===== config.mk =====
export PLATFORM = sky130hd
export DESIGN_NAME = epoch_to_calendar_fields_flat
export DESIGN_NICKNAME = d
export VERILOG_FILES = /design/src/hdl/etc_pkg.sv /design/src/hdl/etc_in_if.sv /design/src/hdl/etc_out_if.sv /design/src/hdl/etc_datapath.sv /design/src/hdl/etc_controller.sv /design/src/hdl/epoch_to_calendar_fields.sv /design/src/flat_wrapper.sv
export SDC_FILE = /design/constraint.sdc
export NUM_CORES = 1
export LEC_CHECK = 0
export ABC_CLOCK_PERIOD_IN_PS = 8300
export BUFFER_PORTS_ARGS = -buffer_cell sky130_fd_sc_hd__buf_4
export CAP_MARGIN = 20
export CORE_MARGIN = 2
export CORE_UTILIZATION = 40
export CTS_BUF_LIST = sky130_fd_sc_hd__clkbuf_4
export DETAILED_ROUTE_END_ITERATION = 12
export GPL_TIMING_DRIVEN = 0
export PLACE_DENSITY = 0.57
export SETUP_SLACK_MARGIN = 0.15
export SLEW_MARGIN = 0
export SYNTH_ARGS = -nofsm -noshare
export SYNTH_HDL_FRONTEND = slang
export SYNTH_SLANG_ARGS = --single-unit

===== constraint.sdc =====
create_clock -name clk_i -period 8.3 [get_ports clk_i]
set_input_delay 1.245 -clock clk_i [delete_from_list [all_inputs] [get_ports clk_i]]
set_output_delay 1.245 -clock clk_i [all_outputs]
set_load 0.01 [all_outputs]

===== src/hdl/etc_pkg.sv =====
`timescale 1ns / 1ps

package etc_pkg;

  localparam int unsigned EPOCH_W = 32;
  localparam int unsigned DAYS_W = 16;
  localparam int unsigned REM_W = 6;

  localparam logic [EPOCH_W-1:0] SECS_PER_MIN = 32'd60;
  localparam logic [EPOCH_W-1:0] HOURS_PER_DAY = 32'd24;

  // Any 32-bit value divided by 60 is (x * RECIP_60) >> 37, and by 24 is
  // (x * RECIP_24) >> 36, with no correction step.
  localparam logic [EPOCH_W-1:0] RECIP_60 = 32'h8888_8889;
  localparam int unsigned RECIP_60_SHIFT = 37;
  localparam logic [EPOCH_W-1:0] RECIP_24 = 32'hAAAA_AAAB;
  localparam int unsigned RECIP_24_SHIFT = 36;

  localparam logic [8:0] YEAR_DAYS = 9'd365;
  localparam logic [8:0] LEAP_YEAR_DAYS = 9'd366;

  localparam logic [1:0] EPOCH_MOD4 = 2'd2;
  localparam logic [6:0] EPOCH_MOD100 = 7'd70;
  localparam logic [8:0] EPOCH_MOD400 = 9'd370;
  localparam logic [6:0] MOD100_LAST = 7'd99;
  localparam logic [8:0] MOD400_LAST = 9'd399;

  localparam logic [3:0] MONTH_JAN = 4'd0;
  localparam logic [3:0] MONTH_FEB = 4'd1;
  localparam logic [3:0] MONTH_DEC = 4'd11;
  localparam logic [4:0] FEB_LEAP_DAYS = 5'd29;

  localparam logic [4:0] MONTH_LEN [12] = '{
    5'd31, 5'd28, 5'd31, 5'd30, 5'd31, 5'd30,
    5'd31, 5'd31, 5'd30, 5'd31, 5'd30, 5'd31
  };

  typedef enum logic [3:0] {
    CMD_IDLE,
    CMD_LOAD,
    CMD_DIV_STEP,
    CMD_SAVE_MINS,
    CMD_SAVE_HOURS,
    CMD_SAVE_DAYS,
    CMD_YEAR_STEP,
    CMD_MONTH_STEP,
    CMD_PUBLISH
  } dp_op_e;

  typedef enum logic {
    DIV_BY_60,
    DIV_BY_24
  } div_sel_e;

  typedef struct packed {
    dp_op_e   op;
    div_sel_e div_sel;
  } etc_cmd_t;

  typedef struct packed {
    logic year_fits;
    logic month_fits;
  } etc_status_t;

  function automatic logic [4:0] month_len(input logic [3:0] month, input logic leap);
    logic [4:0] len;
    len = 5'd31;
    if (month == MONTH_FEB && leap) begin
      len = FEB_LEAP_DAYS;
    end else if (month <= MONTH_DEC) begin
      len = MONTH_LEN[month];
    end
    return len;
  endfunction

endpackage


===== src/hdl/etc_in_if.sv =====
`timescale 1ns / 1ps

interface etc_in_if;
  logic        valid;
  logic        ready;
  logic [31:0] epoch_seconds;

  modport source (output valid, output epoch_seconds, input ready);
  modport sink (input valid, input epoch_seconds, output ready);
endinterface


===== src/hdl/etc_out_if.sv =====
`timescale 1ns / 1ps

interface etc_out_if;
  logic       valid;
  logic       ready;
  logic [5:0] minute_of_hour;
  logic [4:0] hour_of_day;
  logic [4:0] day_of_month;
  logic [3:0] month_index;

  modport source (
    output valid, output minute_of_hour, output hour_of_day,
    output day_of_month, output month_index, input ready
  );
  modport sink (
    input valid, input minute_of_hour, input hour_of_day,
    input day_of_month, input month_index, output ready
  );
endinterface


===== src/hdl/etc_datapath.sv =====
`timescale 1ns / 1ps

module etc_datapath
  import etc_pkg::*;
(
  input  logic                clk_i,
  input  etc_cmd_t            cmd_i,
  input  logic [EPOCH_W-1:0]  epoch_seconds_i,
  output etc_status_t         status_o,
  output logic [5:0]          minute_of_hour_o,
  output logic [4:0]          hour_of_day_o,
  output logic [4:0]          day_of_month_o,
  output logic [3:0]          month_index_o
);

  logic [EPOCH_W-1:0] num_q, num_d;
  logic [EPOCH_W-1:0] quot_q, quot_d;
  logic [5:0]         minute_q, minute_d;
  logic [4:0]         hour_q, hour_d;
  logic [DAYS_W-1:0]  days_q, days_d;
  logic [3:0]         month_q, month_d;
  logic [1:0]         mod4_q, mod4_d;
  logic [6:0]         mod100_q, mod100_d;
  logic [8:0]         mod400_q, mod400_d;
  logic [5:0]         out_min_q, out_min_d;
  logic [4:0]         out_hour_q, out_hour_d;
  logic [4:0]         out_day_q, out_day_d;
  logic [3:0]         out_month_q, out_month_d;

  logic [EPOCH_W-1:0]   recip;
  logic [2*EPOCH_W-1:0] product;
  logic [EPOCH_W-1:0]   quot_next;
  logic [EPOCH_W-1:0]   quot_times_div;
  logic [EPOCH_W-1:0]   rem_full;
  logic [REM_W-1:0]     rem;
  logic                 leap;
  logic [8:0]           year_len;
  logic [4:0]           mon_len;

  always_comb begin
    recip = (cmd_i.div_sel == DIV_BY_24) ? RECIP_24 : RECIP_60;
    product = (2*EPOCH_W)'(num_q) * (2*EPOCH_W)'(recip);
    quot_next = (cmd_i.div_sel == DIV_BY_24) ? EPOCH_W'(product >> RECIP_24_SHIFT) :
                                               EPOCH_W'(product >> RECIP_60_SHIFT);
    quot_times_div = (cmd_i.div_sel == DIV_BY_24) ? quot_q * HOURS_PER_DAY :
                                                    quot_q * SECS_PER_MIN;
    rem_full = num_q - quot_times_div;
    rem = rem_full[REM_W-1:0];
    leap = (mod4_q == 2'd0) && ((mod100_q != 7'd0) || (mod400_q == 9'd0));
    year_len = leap ? LEAP_YEAR_DAYS : YEAR_DAYS;
    mon_len = month_len(month_q, leap);
    status_o.year_fits = (days_q < {{(DAYS_W-9){1'b0}}, year_len});
    status_o.month_fits = (month_q == MONTH_DEC) ||
                          (days_q < {{(DAYS_W-5){1'b0}}, mon_len});
  end

  always_comb begin
    num_d = num_q;
    quot_d = quot_q;
    minute_d = minute_q;
    hour_d = hour_q;
    days_d = days_q;
    month_d = month_q;
    mod4_d = mod4_q;
    mod100_d = mod100_q;
    mod400_d = mod400_q;
    out_min_d = out_min_q;
    out_hour_d = out_hour_q;
    out_day_d = out_day_q;
    out_month_d = out_month_q;
    unique case (cmd_i.op)
      CMD_IDLE: begin
      end
      CMD_LOAD: begin
        num_d = epoch_seconds_i;
      end
      CMD_DIV_STEP: begin
        quot_d = quot_next;
      end
      CMD_SAVE_MINS: begin
        num_d = quot_q;
      end
      CMD_SAVE_HOURS: begin
        minute_d = rem;
        num_d = quot_q;
      end
      CMD_SAVE_DAYS: begin
        hour_d = rem[4:0];
        days_d = quot_q[DAYS_W-1:0];
        month_d = MONTH_JAN;
        mod4_d = EPOCH_MOD4;
        mod100_d = EPOCH_MOD100;
        mod400_d = EPOCH_MOD400;
      end
      CMD_YEAR_STEP: begin
        days_d = days_q - {{(DAYS_W-9){1'b0}}, year_len};
        mod4_d = mod4_q + 2'd1;
        mod100_d = (mod100_q == MOD100_LAST) ? 7'd0 : mod100_q + 7'd1;
        mod400_d = (mod400_q == MOD400_LAST) ? 9'd0 : mod400_q + 9'd1;
      end
      CMD_MONTH_STEP: begin
        days_d = days_q - {{(DAYS_W-5){1'b0}}, mon_len};
        month_d = month_q + 4'd1;
      end
      CMD_PUBLISH: begin
        out_min_d = minute_q;
        out_hour_d = hour_q;
        out_day_d = days_q[4:0] + 5'd1;
        out_month_d = month_q;
      end
      default: begin
      end
    endcase
  end

  always_ff @(posedge clk_i) begin
    num_q <= num_d;
    quot_q <= quot_d;
    minute_q <= minute_d;
    hour_q <= hour_d;
    days_q <= days_d;
    month_q <= month_d;
    mod4_q <= mod4_d;
    mod100_q <= mod100_d;
    mod400_q <= mod400_d;
    out_min_q <= out_min_d;
    out_hour_q <= out_hour_d;
    out_day_q <= out_day_d;
    out_month_q <= out_month_d;
  end

  assign minute_of_hour_o = out_min_q;
  assign hour_of_day_o = out_hour_q;
  assign day_of_month_o = out_day_q;
  assign month_index_o = out_month_q;

endmodule


===== src/hdl/etc_controller.sv =====
`timescale 1ns / 1ps

module etc_controller
  import etc_pkg::*;
(
  input  logic        clk_i,
  input  logic        rst_ni,
  input  logic        in_valid_i,
  output logic        in_ready_o,
  output logic        out_valid_o,
  input  logic        out_ready_i,
  input  etc_status_t status_i,
  output etc_cmd_t    cmd_o
);

  typedef enum logic [2:0] {
    S_IDLE,
    S_DIV,
    S_SAVE,
    S_YEAR,
    S_MONTH,
    S_PUBLISH
  } state_e;

  typedef enum logic [1:0] {
    STG_MIN,
    STG_HOUR,
    STG_DAY
  } stage_e;

  state_e                 state_q;
  stage_e                 stage_q;
  logic                   out_valid_q;
  logic                   publish;

  assign in_ready_o = (state_q == S_IDLE);
  assign out_valid_o = out_valid_q;
  assign publish = (state_q == S_PUBLISH) && (!out_valid_q || out_ready_i);

  always_comb begin
    cmd_o.op = CMD_IDLE;
    cmd_o.div_sel = (stage_q == STG_DAY) ? DIV_BY_24 : DIV_BY_60;
    unique case (state_q)
      S_IDLE:    cmd_o.op = in_valid_i ? CMD_LOAD : CMD_IDLE;
      S_DIV:     cmd_o.op = CMD_DIV_STEP;
      S_SAVE: begin
        unique case (stage_q)
          STG_MIN:  cmd_o.op = CMD_SAVE_MINS;
          STG_HOUR: cmd_o.op = CMD_SAVE_HOURS;
          STG_DAY:  cmd_o.op = CMD_SAVE_DAYS;
          default:  cmd_o.op = CMD_IDLE;
        endcase
      end
      S_YEAR:    cmd_o.op = status_i.year_fits ? CMD_IDLE : CMD_YEAR_STEP;
      S_MONTH:   cmd_o.op = status_i.month_fits ? CMD_IDLE : CMD_MONTH_STEP;
      S_PUBLISH: cmd_o.op = publish ? CMD_PUBLISH : CMD_IDLE;
      default:   cmd_o.op = CMD_IDLE;
    endcase
  end

  always_ff @(posedge clk_i or negedge rst_ni) begin
    if (!rst_ni) begin
      state_q <= S_IDLE;
      stage_q <= STG_MIN;
      out_valid_q <= 1'b0;
    end else begin
      if (publish) begin
        out_valid_q <= 1'b1;
      end else if (out_ready_i) begin
        out_valid_q <= 1'b0;
      end
      unique case (state_q)
        S_IDLE: begin
          if (in_valid_i) begin
            state_q <= S_DIV;
            stage_q <= STG_MIN;
          end
        end
        S_DIV: begin
          state_q <= S_SAVE;
        end
        S_SAVE: begin
          unique case (stage_q)
            STG_MIN: begin
              stage_q <= STG_HOUR;
              state_q <= S_DIV;
            end
            STG_HOUR: begin
              stage_q <= STG_DAY;
              state_q <= S_DIV;
            end
            default: begin
              state_q <= S_YEAR;
            end
          endcase
        end
        S_YEAR: begin
          if (status_i.year_fits) begin
            state_q <= S_MONTH;
          end
        end
        S_MONTH: begin
          if (status_i.month_fits) begin
            state_q <= S_PUBLISH;
          end
        end
        S_PUBLISH: begin
          if (publish) begin
            state_q <= S_IDLE;
          end
        end
        default: begin
          state_q <= S_IDLE;
        end
      endcase
    end
  end

`ifndef ASSERT_OFF
  a_div_one_cycle: assert property (@(posedge clk_i) disable iff (!rst_ni)
    (state_q == S_DIV) |=> (state_q == S_SAVE))
    else $error("The divide step did not move on to the save step.");

  a_accept_leaves_idle: assert property (@(posedge clk_i) disable iff (!rst_ni)
    (in_valid_i && in_ready_o) |=> (!in_ready_o && state_q == S_DIV))
    else $error("An accepted beat did not start the divide phase.");

  a_valid_from_publish: assert property (@(posedge clk_i) disable iff (!rst_ni)
    $rose(out_valid_q) |-> ($past(state_q) == S_PUBLISH))
    else $error("Output valid rose without a publish step.");

  a_day_save_to_year: assert property (@(posedge clk_i) disable iff (!rst_ni)
    (state_q == S_SAVE && stage_q == STG_DAY) |=> (state_q == S_YEAR))
    else $error("Day count was saved but the year walk did not start.");
`endif

endmodule


===== src/hdl/epoch_to_calendar_fields.sv =====
`timescale 1ns / 1ps
// Channel   Role    Payload
// in_i      sink    epoch_seconds[31:0]
// out_o     source  minute_of_hour[5:0], hour_of_day[4:0], day_of_month[4:0],
//                   month_index[3:0]
//
// One beat is taken in at a time, and the next only after its publish step;
// the time to that step grows with Y, the number of whole years since 1970,
// and with M, the month index; Y + M never exceeds 146.
// Three divisions by 60, 60 and 24 use a reciprocal multiply and a
// remainder step; the year walk takes off one year per step and the month
// walk one month per step, each ending on a step that sees that it is done.
// The result sits in an output register, so a stalled output holds only the
// publish step of the next beat.
// Reset clears the controller and the output valid; no clearing pass is run.

module epoch_to_calendar_fields
  import etc_pkg::*;
(
  input  logic clk_i,
  input  logic rst_ni,
  etc_in_if.sink    in_i,
  etc_out_if.source out_o
);

  etc_cmd_t    cmd;
  etc_status_t status;

  etc_controller u_ctrl (
    .clk_i       (clk_i),
    .rst_ni      (rst_ni),
    .in_valid_i  (in_i.valid),
    .in_ready_o  (in_i.ready),
    .out_valid_o (out_o.valid),
    .out_ready_i (out_o.ready),
    .status_i    (status),
    .cmd_o       (cmd)
  );

  etc_datapath u_dp (
    .clk_i            (clk_i),
    .cmd_i            (cmd),
    .epoch_seconds_i  (in_i.epoch_seconds),
    .status_o         (status),
    .minute_of_hour_o (out_o.minute_of_hour),
    .hour_of_day_o    (out_o.hour_of_day),
    .day_of_month_o   (out_o.day_of_month),
    .month_index_o    (out_o.month_index)
  );

endmodule


===== src/flat_wrapper.sv =====
// flat-port wrapper written by rule: the top's interface ports become plain ports
module epoch_to_calendar_fields_flat import etc_pkg::*;
  (clk_i, rst_ni, in_i_valid, in_i_epoch_seconds, in_i_ready, out_o_valid, out_o_minute_of_hour, out_o_hour_of_day, out_o_day_of_month, out_o_month_index, out_o_ready);
  etc_in_if in_i_i ();
  etc_out_if out_o_i ();
  input  logic clk_i;
  input  logic rst_ni;
  input wire logic [$bits(in_i_i.valid)-1:0] in_i_valid;
  input wire logic [$bits(in_i_i.epoch_seconds)-1:0] in_i_epoch_seconds;
  output wire logic [$bits(in_i_i.ready)-1:0] in_i_ready;
  output wire logic [$bits(out_o_i.valid)-1:0] out_o_valid;
  output wire logic [$bits(out_o_i.minute_of_hour)-1:0] out_o_minute_of_hour;
  output wire logic [$bits(out_o_i.hour_of_day)-1:0] out_o_hour_of_day;
  output wire logic [$bits(out_o_i.day_of_month)-1:0] out_o_day_of_month;
  output wire logic [$bits(out_o_i.month_index)-1:0] out_o_month_index;
  input wire logic [$bits(out_o_i.ready)-1:0] out_o_ready;
  assign in_i_i.valid = in_i_valid;
  assign in_i_i.epoch_seconds = in_i_epoch_seconds;
  assign in_i_ready = in_i_i.ready;
  assign out_o_valid = out_o_i.valid;
  assign out_o_minute_of_hour = out_o_i.minute_of_hour;
  assign out_o_hour_of_day = out_o_i.hour_of_day;
  assign out_o_day_of_month = out_o_i.day_of_month;
  assign out_o_month_index = out_o_i.month_index;
  assign out_o_i.ready = out_o_ready;
  epoch_to_calendar_fields u_core (.clk_i(clk_i), .rst_ni(rst_ni), .in_i(in_i_i), .out_o(out_o_i));
endmodule

# Yosys cells after proc, flatten, opt, wreduce, memory -nomap -nowiden

Memory sizes are Yosys's and may differ from the RTL's.
Cells that the tools add are included.

Bits in registers: 139
ROM bits: 80
Input bits: 36
Word-level logic and storage cells: 114
Memories kept: 1

Memories:

| name            | depth | bits a word | read ports | clocked after memory_dff | write ports | line          | source |
|---|---|---|---|---|---|---|---|
| (no name shown) | 16    | 5           | 1          | 0                        | 0           | etc_pkg.sv:71 | `len = MONTH_LEN[month];` |

Add/sub/neg operators: 8
Multiply operators: 3
Magnitude comparators: 4
Equal/unequal tests: 24
Muxes and demuxes: 34
Bitwise gates (word level): 1
Reductions and logical operators: 22

Operators with widths:

| kind                   | count |
|---|---|
| $mul A32 B32 Y64       | 1 |
| $pmux W32 S2           | 1 |
| $pmux W16 S3           | 1 |
| $mul A32 B2 Y3 const B | 1 |
| $mul A32 B4 Y4 const B | 1 |
| $mux W30               | 1 |
| $mux W27               | 1 |
| $pmux W4 S6            | 1 |
| $mux W5                | 4 |
| $mux W3                | 6 |
| $pmux W3 S6            | 1 |
| $pmux W9 S2            | 1 |
| $eq A4 B3 Y1 const B   | 4 |
| $lt A16 B5 Y1          | 1 |
| $lt A16 B9 Y1          | 1 |
| $sub A16 B5 Y16        | 1 |
| $sub A16 B9 Y16        | 1 |
| $pmux W7 S2            | 1 |
| $pmux W2 S2            | 3 |
| $reduce_bool A2 Y1     | 5 |
| $add A9 B1 Y9 const B  | 1 |
| $eq A9 B9 Y1 const B   | 1 |
| $logic_not A9 Y1       | 1 |
| $mux W9                | 1 |
| other kinds (36)       | 55 |

# Logic depth before layout (Yosys ltp)

Gate-level depths: netlist of run 1.

Word-level depth: 13
Depth in mapped cells: 33

# Cells and area by module

From an unflattened synthesis of run 1, not the netlist that was laid out.

Cells, all modules: 2,491
Area total of the unflattened synthesis: 24,992.7 µm²

Modules (own cells, without submodules):

| module         | instances | cells an instance | area an instance (µm²) |
|---|---|---|---|
| etc_datapath   | 1         | 2,439             | 24,514.8 |
| etc_controller | 1         | 52                | 478.0 |

# Worst setup path after synthesis of run 1

Ideal clock, no wire load.

Path kind: register -> register
Start point: register u_core.u_ctrl.stage_q[0]
End point: register u_core.u_dp.quot_q[22] (data pin)
Library setup time: 0.260 ns
Arrival time: 8.618 ns
Data required time: 8.040 ns
Setup slack: -0.577 ns
Cell stages (with the launch flop): 33
Period minus slack after synthesis: 8.877 ns
Cells stage by stage: dfrtp_1 > inv_1 > ha_1 > clkbuf_1 > clkbuf_1 > clkbuf_1 > buf_1 > clkbuf_1 > nand2_1 > inv_1 > ha_1 > fa_1 > inv_1 > fa_1 > fa_1 > inv_1 > fa_1 > fa_1 > fa_1 > inv_1 > fa_1 > inv_1 > ha_1 > nand4_2 > or3_1 > or4_1 > o221a_1 > o31a_2 > and2_4 > o31ai_2 > a21oi_1 > xnor2_1 > mux2_2

Cells in the longest elaborated chain, start to end: 5

Ends and longest elaborated chain:

| item                                | line                 | source |
|---|---|---|
| start: declaration                  | etc_controller.sv:32 | `stage_e stage_q;` |
| start signal: assignment            | etc_controller.sv:64 | `stage_q <= STG_MIN;` |
| start signal: assignment            | etc_controller.sv:76 | `stage_q <= STG_MIN;` |
| start signal: assignment            | etc_controller.sv:85 | `stage_q <= STG_HOUR;` |
| $eq A2 B2 Y1 *                      | etc_controller.sv:42 | `cmd_o.div_sel = (stage_q == STG_DAY) ? DIV_BY_24 : DIV_BY_60;` |
| $mux W1 *                           | etc_controller.sv:42 |  |
| $mux W30                            | etc_datapath.sv:41   | `recip = (cmd_i.div_sel == DIV_BY_24) ? RECIP_24 : RECIP_60;` |
| $mul A32 B32 Y64                    | etc_datapath.sv:42   | `product = (2*EPOCH_W)'(num_q) * (2*EPOCH_W)'(recip);` |
| $mux W27 *                          | etc_datapath.sv:43   | `quot_next = (cmd_i.div_sel == DIV_BY_24) ? EPOCH_W'(product >> RECIP_24_SHIFT) :` |
| named net u_core.u_dp.quot_next[22] | etc_datapath.sv:32   | `logic [EPOCH_W-1:0] quot_next;` |
| end signal: assignment              | etc_datapath.sv:118  | `quot_q <= quot_d;` |
| end: declaration                    | etc_datapath.sv:17   | `logic [EPOCH_W-1:0] quot_q, quot_d;` |

Mark *: on every way through the listed nets, which the timed path passes. The rest lies on a longest branch.
A chain may end at the register's enable or synchronous reset.

# Final worst setup path of run 1

Start point: register u_core.u_ctrl.stage_q[0]
End point: register u_core.u_dp.quot_q[21] (data pin)

Same word-level chain as after synthesis.

==> flow_summary.ini, run 1 <==
[logic_synthesis]
syn_nets = 3286
netlist_instances = 2472
synthFlopType = edfxtp_1
yosysTopAreaCell = fa_1
seq_area_frac_synth_pct = 16.4
syn_area_per_cell_um2 = 9.93
synthArstFlopShare_pct = 4.44
yosys_warnings = 0
synthesis.area_um2 = 24600
synth.distinct_cells = 79
ys_ff_latch = 135
synth-edff-count = 129
synthTopCellsByArea = fa_1 (32%), ha_1 (20%), edfxtp_1 (16%)
netlist.area_leader.share_pct = 31.9

[place]
hpwl_um = 63100
dp.cells = 3313
place_congestion = 0.990
io_buffers = 57
dpl_cell_area_um2 = 26100

[cells_and_area]
drive_gt1_share_pct = 13.4
nNetsFinal = 3415
fin_area_um2 = 27700
regArea_um2 = 4020
area_growth_pct = 12.8
post-route-util_pct = 45.8
finalNonFillerCells = 3397
num-fill-cells = 5753
multi_input_area_um2 = 18500

[drt]
vias = 17400
firstDrtPassIters = 5
drt-initial-drc-count = 1156
via_per_inst = 5.12
drc = 0
drt-wirelength-per-cell_um = 21.5
ant_nets = 0
drt_wl_total_um = 73100

[sta]
clock.fmax_ghz = 0.119
tightestPinTransition_ps = 1060
rsz0062_at_grt = true
setup_ws_ps = -92.8
fin_crit_sh_pct = 101
worst_clock_skew_ps = 31.0
hold_viol_final = 0
finalMaxSlewViolations = 0
finalCriticalPeriod_ps = 8390
slew_headroom_pct = 29.4
setup_viol = 7
worst_hold_slack_ps = 408

[floorplanning]
start_util_pct = 40.6
placementRows = 90
io_pins = 58
die_w_um = 252
dieArea_um2 = 63400
core_um2 = 60500
die_h_um = 252

[clock_network]
clockBufferDepth = 2
cts_root_buffer = clkbuf_4
clock_sink_count = 135
clk_pin_slew_ps = 160
cts_buffers = 17
cts_tree = done
clock_latency_ps = 610
htreeDepth = 4

[hold_path]
hold_class = primary input to async pin

[grt]
grt.total_usage_pct = 23.6
grt_pass1_wl_um = 111000
grt_pass1_vias = 18600
antenna_found_initial = 2
grt_max_degree = 29
grt_overflow_total = 0

[critical_path]
crit_path_start_kind = flip-flop
path_class = flip-flop to flip-flop
crit_top_cell = fa_1
critPathCaptureType = flip-flop
cp_slowest_cell = fa_1
critPathMaxFanout = 8
cpPeakStageDelay_ps = 580
worst-endpoint-arrival_ps = 8760
crit_required_ps = 8660

[job]
maxCapViolCount = 0

[run_status]
failed_checks = setup timing
status = complete, but fails checks
==> timing repair <==
action | in CTS | in global routing
endpoints found under the hold margin | 0 | 0
pin swaps | 49 | 30
hold buffers | 0 | 0
endpoints found under the setup margin | 28 | 24
setup buffers | 37 | 13
cloned | 1 | 0
resized for setup | 146 | 64
==> per-stage QoR <==
step / setup slack, ps / TNS, ps
3_5_place_dp: -1700 / -33300
2_1_floorplan: 180 / 0
4_1_cts: -124 / -605
6_report: -92.8 / -458
5_1_grt: -286 / -2000
3_3_place_gp: -1620 / -31410
==> area by class of cell <==
| class | instances | area share [%] |
|---|---|---|
| buffer | 53 | 1.30 |
| timing repair buffer | 110 | 3.19 |
| sequential | 135 | 14.5 |
| clock buffer | 17 | 0.461 |
| antenna | 1 | 0.00904 |
| multi-input combinational | 1594 | 66.9 |
| clock inverter | 15 | 0.646 |
| tap | 782 | 3.53 |
| inverter | 690 | 9.43 |
==> registers in the layout, indices dropped and copies added (netlist names), 3 cells and up <==
| register | cells |
|---|---|
| u_core.u_dp.minute_q | 6 |
| u_core.u_dp.hour_q | 5 |
| u_core.u_dp.month_q | 4 |
| u_core.u_ctrl.state_q | 3 |
| u_core.u_dp.mod400_q | 9 |
| u_core.u_dp.hour_of_day_o | 5 |
| u_core.u_dp.num_q | 32 |
| u_core.u_dp.mod100_q | 7 |
| u_core.u_dp.day_of_month_o | 5 |
| u_core.u_dp.days_q | 16 |
| u_core.u_dp.month_index_o | 4 |
| u_core.u_dp.minute_of_hour_o | 6 |
| u_core.u_dp.quot_q | 28 |
==> synthesized netlist by cell type (4+ instances only) <==
| library cell | number |
|---|---|
| fa_1 | 391 |
| nor2b_1 | 6 |
| nand4_1 | 25 |
| nor4_1 | 4 |
| nand3_1 | 27 |
| mux2_1 | 8 |
| and2_1 | 7 |
| or2_2 | 9 |
| ha_1 | 387 |
| or3_1 | 4 |
| and4_1 | 5 |
| o21bai_1 | 8 |
| mux2i_1 | 8 |
| edfxtp_1 | 129 |
| mux2_2 | 32 |
| inv_1 | 690 |
| clkbuf_1 | 43 |
| xor2_1 | 45 |
| a31oi_1 | 12 |
| xnor2_1 | 84 |
| buf_2 | 4 |
| dfrtp_1 | 6 |
| nand2_1 | 144 |
| o21ai_0 | 50 |
| nor2_1 | 112 |
| o211ai_1 | 11 |
| nand2b_1 | 13 |
| a21o_1 | 25 |
| o21ai_1 | 6 |
| and3_1 | 14 |
| a21oi_1 | 80 |
| nor3_1 | 16 |
==> placed cells by master, fill, tap and decap left out, types with 7 or more instances in the layout <==
| cell | instances |
|---|---|
| mux2_1 | 8 |
| xor2_1 | 44 |
| nand3_1 | 26 |
| nand4_1 | 25 |
| o211ai_1 | 11 |
| clkbuf_1 | 33 |
| fa_1 | 384 |
| ha_1 | 363 |
| mux2i_1 | 8 |
| mux2_2 | 28 |
| and3_1 | 13 |
| ha_2 | 7 |
| edfxtp_1 | 129 |
| o21ai_0 | 45 |
| inv_1 | 662 |
| nand2_1 | 123 |
| a21o_1 | 25 |
| fa_2 | 7 |
| nor3_1 | 14 |
| buf_4 | 106 |
| a21oi_1 | 73 |
| xnor2_1 | 72 |
| nand2_2 | 16 |
| nor2_1 | 102 |
| inv_2 | 22 |
| inv_6 | 7 |
| clkbuf_4 | 18 |
| or2_2 | 8 |
| a31oi_1 | 11 |
| ha_4 | 17 |
| o21bai_1 | 8 |
| xnor2_2 | 7 |
| nand2b_1 | 13 |
==> metal layers <==
layer / global-route usage (%) / routed length [um]
met1: 31.8 / 32200
met2: 38.4 / 34200
met3: 2.38 / 3200
met4: 10.6 / 3520
met5: 0 / 0
==> cell families after synthesis <==
kind of cell | after synthesis | synth area share, %
and+or+nand+nor | 400 | 7.62
adders and majority gates | 778 | 51.6
muxes | 48 | 2.16
AOI/OAI and AO/OA | 239 | 6.20
buffers and inverters | 743 | 11.4
xor gates and xnor gates | 129 | 4.60
DFF | 135 | 16.4
==> critical path, delay by kind of cell (launching register included) <==
| kind | cells | cell delay [ps] |
|---|---|---|
| mux | 1 | 270 |
| xor+xnor | 1 | 140 |
| simple gates | 5 | 1210 |
| buf+inv | 11 | 1170 |
| fa+ha+maj | 10 | 4220 |
| flops | 1 | 420 |
| compound gates | 4 | 680 |
==> path summary, 6_finish.rpt <==
kind	start	to	slack (ps)	depth (start not counted)
setup / recovery	u_core.u_ctrl.stage_q[0]	u_core.u_dp.quot_q[21]	-90	32
hold / removal	rst_ni	u_core.u_ctrl.out_valid_o	410	1
hold reg to reg	u_core.u_dp.hour_q[1]	u_core.u_dp.hour_of_day_o[1]	440	0
setup reg to reg	u_core.u_ctrl.stage_q[0]	u_core.u_dp.quot_q[21]	-90	32
max in group asynchronous	rst_ni	u_core.u_ctrl.stage_q[1]	7750	1
min in group clk_i	u_core.u_dp.hour_q[1]	u_core.u_dp.hour_of_day_o[1]	440	0
Power of run 1 is not shown: default switching activity piles up to over one toggle a cycle in this logic, so the estimate is an artifact.
==> inputs of run 2 (changes only) <==
Settings changed: BUFFER_PORTS_ARGS -buffer_cell sky130_fd_sc_hd__buf_4 to -buffer_cell sky130_fd_sc_hd__buf_2.
==> flow_summary.ini, run 2 (synthesis gave the netlist of run 1 again) <==
[place]
io_buffers = 57
place_congestion = 0.993
hpwl_um = 61800

[critical_path]
cpPeakStageDelay_ps = 560
cp_slowest_cell = fa_1
crit_path_start_kind = flip-flop
critPathMaxFanout = 8
critPathCaptureType = flip-flop
path_class = flip-flop to flip-flop
crit_family = adder cells
worst-endpoint-arrival_ps = 8780
crit_top_cell = fa_1
cp.buffers_inverters = 11
crit_required_ps = 8670

[drt]
dr.max_layer_used = met4
via_per_inst = 5.16
drt-initial-drc-count = 1413
drt-wirelength-per-cell_um = 21.1
vias = 17600
drc = 0
firstDrtPassIters = 5
drt_wl_total_um = 71900
wl_met2_um = 33300
ant_nets = 0
drt-met1-wl_um = 31400
dr_wl_met3_um = 3970

[sta]
tightestPinTransition_ps = 1050
finalMaxSlewViolations = 0
clock.fmax_ghz = 0.119
setup_ws_ps = -107
worst_hold_slack_ps = 433
rsz0062_at_grt = true
fin_crit_sh_pct = 101
hold_viol_final = 0
worst_clock_skew_ps = 29.0
setup_viol = 9
slew_headroom_pct = 30.0
finalCriticalPeriod_ps = 8410

[run_status]
failed_checks = setup timing
status = complete, but fails checks

[grt]
grt.total_usage_pct = 23.1
grt_pass1_vias = 18600
grt_max_degree = 29
antenna_found_initial = 2
grt_overflow_total = 0
grt_pass1_wl_um = 109000

[clock_network]
cts_tree = done
clk_pin_slew_ps = 140
cts_root_buffer = clkbuf_4
clock_latency_ps = 600
clock_sink_count = 135
htreeDepth = 4
clockBufferDepth = 2
cts_buffers = 17
hold_buffers = 0

[cells_and_area]
post-route-util_pct = 46.1
num-fill-cells = 5741
mostFrequentLayoutCells = inv_1 (652), fa_1 (381), ha_1 (352), edfxtp_1 (129), nand2_1 (120)
area_growth_pct = 13.6
top_regs = u_core.u_dp.num_q: 32 flops, u_core.u_dp.quot_q: 28 flops, u_core.u_dp.days_q: 16 flops
nNetsFinal = 3422
drive_gt1_share_pct = 15.1
regMostFlops = u_core.u_dp.num_q
final_common_cell = inv_1
largest_reg_flops = 32

[hold_path]
hold_class = flip-flop to flip-flop

[floorplanning]
die_h_um = 252
dieArea_um2 = 63400
core_um2 = 60500
io_pins = 58
start_util_pct = 40.6
placementRows = 90
die_w_um = 252

[job]
maxCapViolCount = 0
[run 2: cell count changes in the layout (fill, tap and decap cells not counted), sizes merged]
| cell | change |
|---|---|
| buf | +6 |
| clkbuf | +2 |
| clkinvlp | +2 |
| inv | -2 |
| clkinv | -1 |
[run 2: cell type report]
type	instances	area, um2	area share (%)
Sequential cell	135	4020	14.4
Tap cell	782	978	3.51
Timing Repair Buffer	117	826	2.96
Antenna cell	1	2.50	0.00897
Multi-Input combinational cell	1594	18800	67.4
Clock buffer	18	135	0.484
Clock inverter	14	140	0.502
Buffer	53	369	1.32
Inverter	690	2610	9.36
[run 2: path summary, 6_finish.rpt]
path                                          startpoint                         endpoint  slack [ps]  depth (start not counted)
min in group asynchronous                         rst_ni        u_core.u_ctrl.out_valid_o         440                          1
max in group asynchronous                         rst_ni         u_core.u_ctrl.stage_q[1]        7700                          1
worst max-delay path            u_core.u_ctrl.stage_q[0]           u_core.u_dp.quot_q[23]        -110                         31
worst min register to register   u_core.u_dp.minute_q[5]  u_core.u_dp.minute_of_hour_o[5]         430                          0
worst min-delay path             u_core.u_dp.minute_q[5]  u_core.u_dp.minute_of_hour_o[5]         430                          0
worst max register to register  u_core.u_ctrl.stage_q[0]           u_core.u_dp.quot_q[23]        -110                         31
[run 2: metal layers]
layer / vias up / global-route usage (%)
met1: 8853 / 31.6
met4: 0 / 8.49
met3: 135 / 3.16
li1: 8062 / -
met5: - / 0
met2: 522 / 37.4
[run 2: what timing repair did]
item,4_1_cts,5_1_grt
gates resized for setup,148,125
pin swaps,48,64
setup buffers,32,25
gates cloned,1,0
setup endpoints to repair,28,23
[run 2: metrics by stage]
| step | worst slack (ps) | cell area (um2) | setup TNS, ps | std cells |
|---|---|---|---|---|
| floorplan | 180 | 24600 | 0 | 2472 |
| global placement | -1590 | 25900 | -30340 | 3311 |
| detailed placement | -1590 | 26000 | -31020 | 3313 |
| CTS | -169 | 27200 | -897 | 3378 |
| global route | -283 | 27900 | -2310 | 3404 |
| finish | -107 | 27900 | -701 | 3404 |
Power of run 2 is left out for the same reason.
==> inputs of run 3 (changes only) <==
Settings changed: CORE_MARGIN 2 to default.
==> flow_summary.ini, run 3 (synthesis gave the netlist of run 1 again) <==
[grt]
grt.total_usage_pct = 24.3
grt_pass1_wl_um = 112000
grt_pass1_vias = 18500
grt_overflow_total = 0
antenna_found_initial = 2
grt_max_degree = 29

[sta]
clock.fmax_ghz = 0.119
fin_crit_sh_pct = 101
worst_clock_skew_ps = 26.1
finalCriticalPeriod_ps = 8380
hold_viol_final = 0
tightestPinTransition_ps = 1020
finalMaxSlewViolations = 0
setup_viol = 4
rsz0062_at_grt = true
fin_setup_tns_ps = -192
setup_ws_ps = -75.5
slew_headroom_pct = 32.2

[floorplanning]
die_h_um = 250
placementRows = 90
core_um2 = 60500
start_util_pct = 40.6
die_w_um = 250
dieArea_um2 = 62400
io_pins = 58

[critical_path]
cp_slowest_cell = fa_1
crit_path_start_kind = flip-flop
path_class = flip-flop to flip-flop
cpPeakStageDelay_ps = 570
crit_required_ps = 8660
worst-endpoint-arrival_ps = 8740
critPathCaptureType = flip-flop
crit_top_cell = fa_1
critPathMaxFanout = 8

[drt]
vias = 17400
ant_nets = 0
drt-initial-drc-count = 1001
drt_wl_total_um = 73900
firstDrtPassIters = 7
drt-wirelength-per-cell_um = 21.7
via_per_inst = 5.11
drc = 0

[cells_and_area]
area_growth_pct = 13.1
largest_reg_flops = 32
mostFrequentLayoutCells = inv_1 (658), fa_1 (380), ha_1 (360), edfxtp_1 (129), nand2_1 (121)
drive_gt1_share_pct = 14.4
multi_input_area_um2 = 18700
num-fill-cells = 5785
regMostFlops = u_core.u_dp.num_q
final_common_cell = inv_1
nNetsFinal = 3419
regArea_um2 = 4020
top_regs = u_core.u_dp.num_q: 32 flops, u_core.u_dp.quot_q: 28 flops, u_core.u_dp.days_q: 16 flops

[hold_path]
hold_class = flip-flop to flip-flop

[clock_network]
htreeDepth = 4
clk_pin_slew_ps = 140
cts_tree = done
clock_latency_ps = 600
clock_sink_count = 135
cts_root_buffer = clkbuf_4
clockBufferDepth = 2
cts_buffers = 17

[place]
io_buffers = 57
place_congestion = 0.952
hpwl_um = 64700
pre_cts_ws_ps = -1720

[run_status]
status = complete, but fails checks
failed_checks = setup timing

[job]
maxCapViolCount = 0
[run 3: cell count changes in the layout (fill, tap and decap cells not counted), sizes merged]
cell      delta
buf          -3
inv          +1
clkinv       +1
bufinv       +1
clkinvlp     -3
[run 3: layer usage]
| layer | GRT usage, % | up-vias | part of all wire (%) |
|---|---|---|---|
| met5 | 0 | - | 0.016 |
| met4 | 11.0 | 2 | 4.9 |
| met3 | 4.12 | 143 | 5.5 |
| met2 | 39.2 | 484 | 47 |
| met1 | 32.0 | 8699 | 43 |
| li1 | - | 8052 | - |
[run 3: area by class of cell]
class	count	area share (%)
clock inverters	14	0.586
clock buffers	18	0.487
diodes	1	0.00901
flip-flops and latches	135	14.5
plain buffers	53	1.35
multi-input cells	1594	67.3
inverters	690	9.44
well taps	782	3.52
repair buffers	114	2.82
[run 3: what timing repair did]
item                       4_1_cts  5_1_grt
buffers inserted                37       18
pin swaps                       58       22
cloned                           0        0
gates resized for setup        208       39
hold buffers                     0        0
setup endpoints to repair       28       26
[run 3: stage by stage]
step | instance area, um2 | cells | utilization [%] | hold slack [ps]
after floorplan | 24600 | 2472 | - | 400
after global placement | 25900 | 3311 | 42.8 | 405
after detailed placement | 26000 | 3313 | 42.9 | 409
after CTS | 27500 | 3382 | 45.5 | 415
after global routing | 27800 | 3401 | 45.9 | 413
final | 27800 | 3401 | 45.9 | 439
[run 3: worst max-delay path: cells and delay by family (launching register included)]
family                   cells  cell delay (ps)
AO/OA/AOI/OAI                4              770
XOR/XNOR                     1              140
adder cells (fa/ha/maj)     10             4070
buffers and inverters        9             1160
flip-flops                   1              450
multiplexers                 1              260
AND/OR/NAND/NOR              5             1230
[run 3: path summary, 6_finish.rpt]
kind / slack [ps] / end / cells past startpoint / startpoint
min: 440 / u_core.u_dp.minute_of_hour_o[0] / 0 / u_core.u_dp.minute_q[0]
min in group asynchronous: 450 / u_core.u_ctrl.out_valid_o / 1 / rst_ni
min reg2reg: 440 / u_core.u_dp.minute_of_hour_o[0] / 0 / u_core.u_dp.minute_q[0]
max in group asynchronous: 7710 / u_core.u_ctrl.state_q[2] / 1 / rst_ni
max: -80 / u_core.u_dp.quot_q[21] / 30 / u_core.u_ctrl.stage_q[1]
max reg2reg: -80 / u_core.u_dp.quot_q[21] / 30 / u_core.u_ctrl.stage_q[1]
Power of run 3 is left out for the same reason.
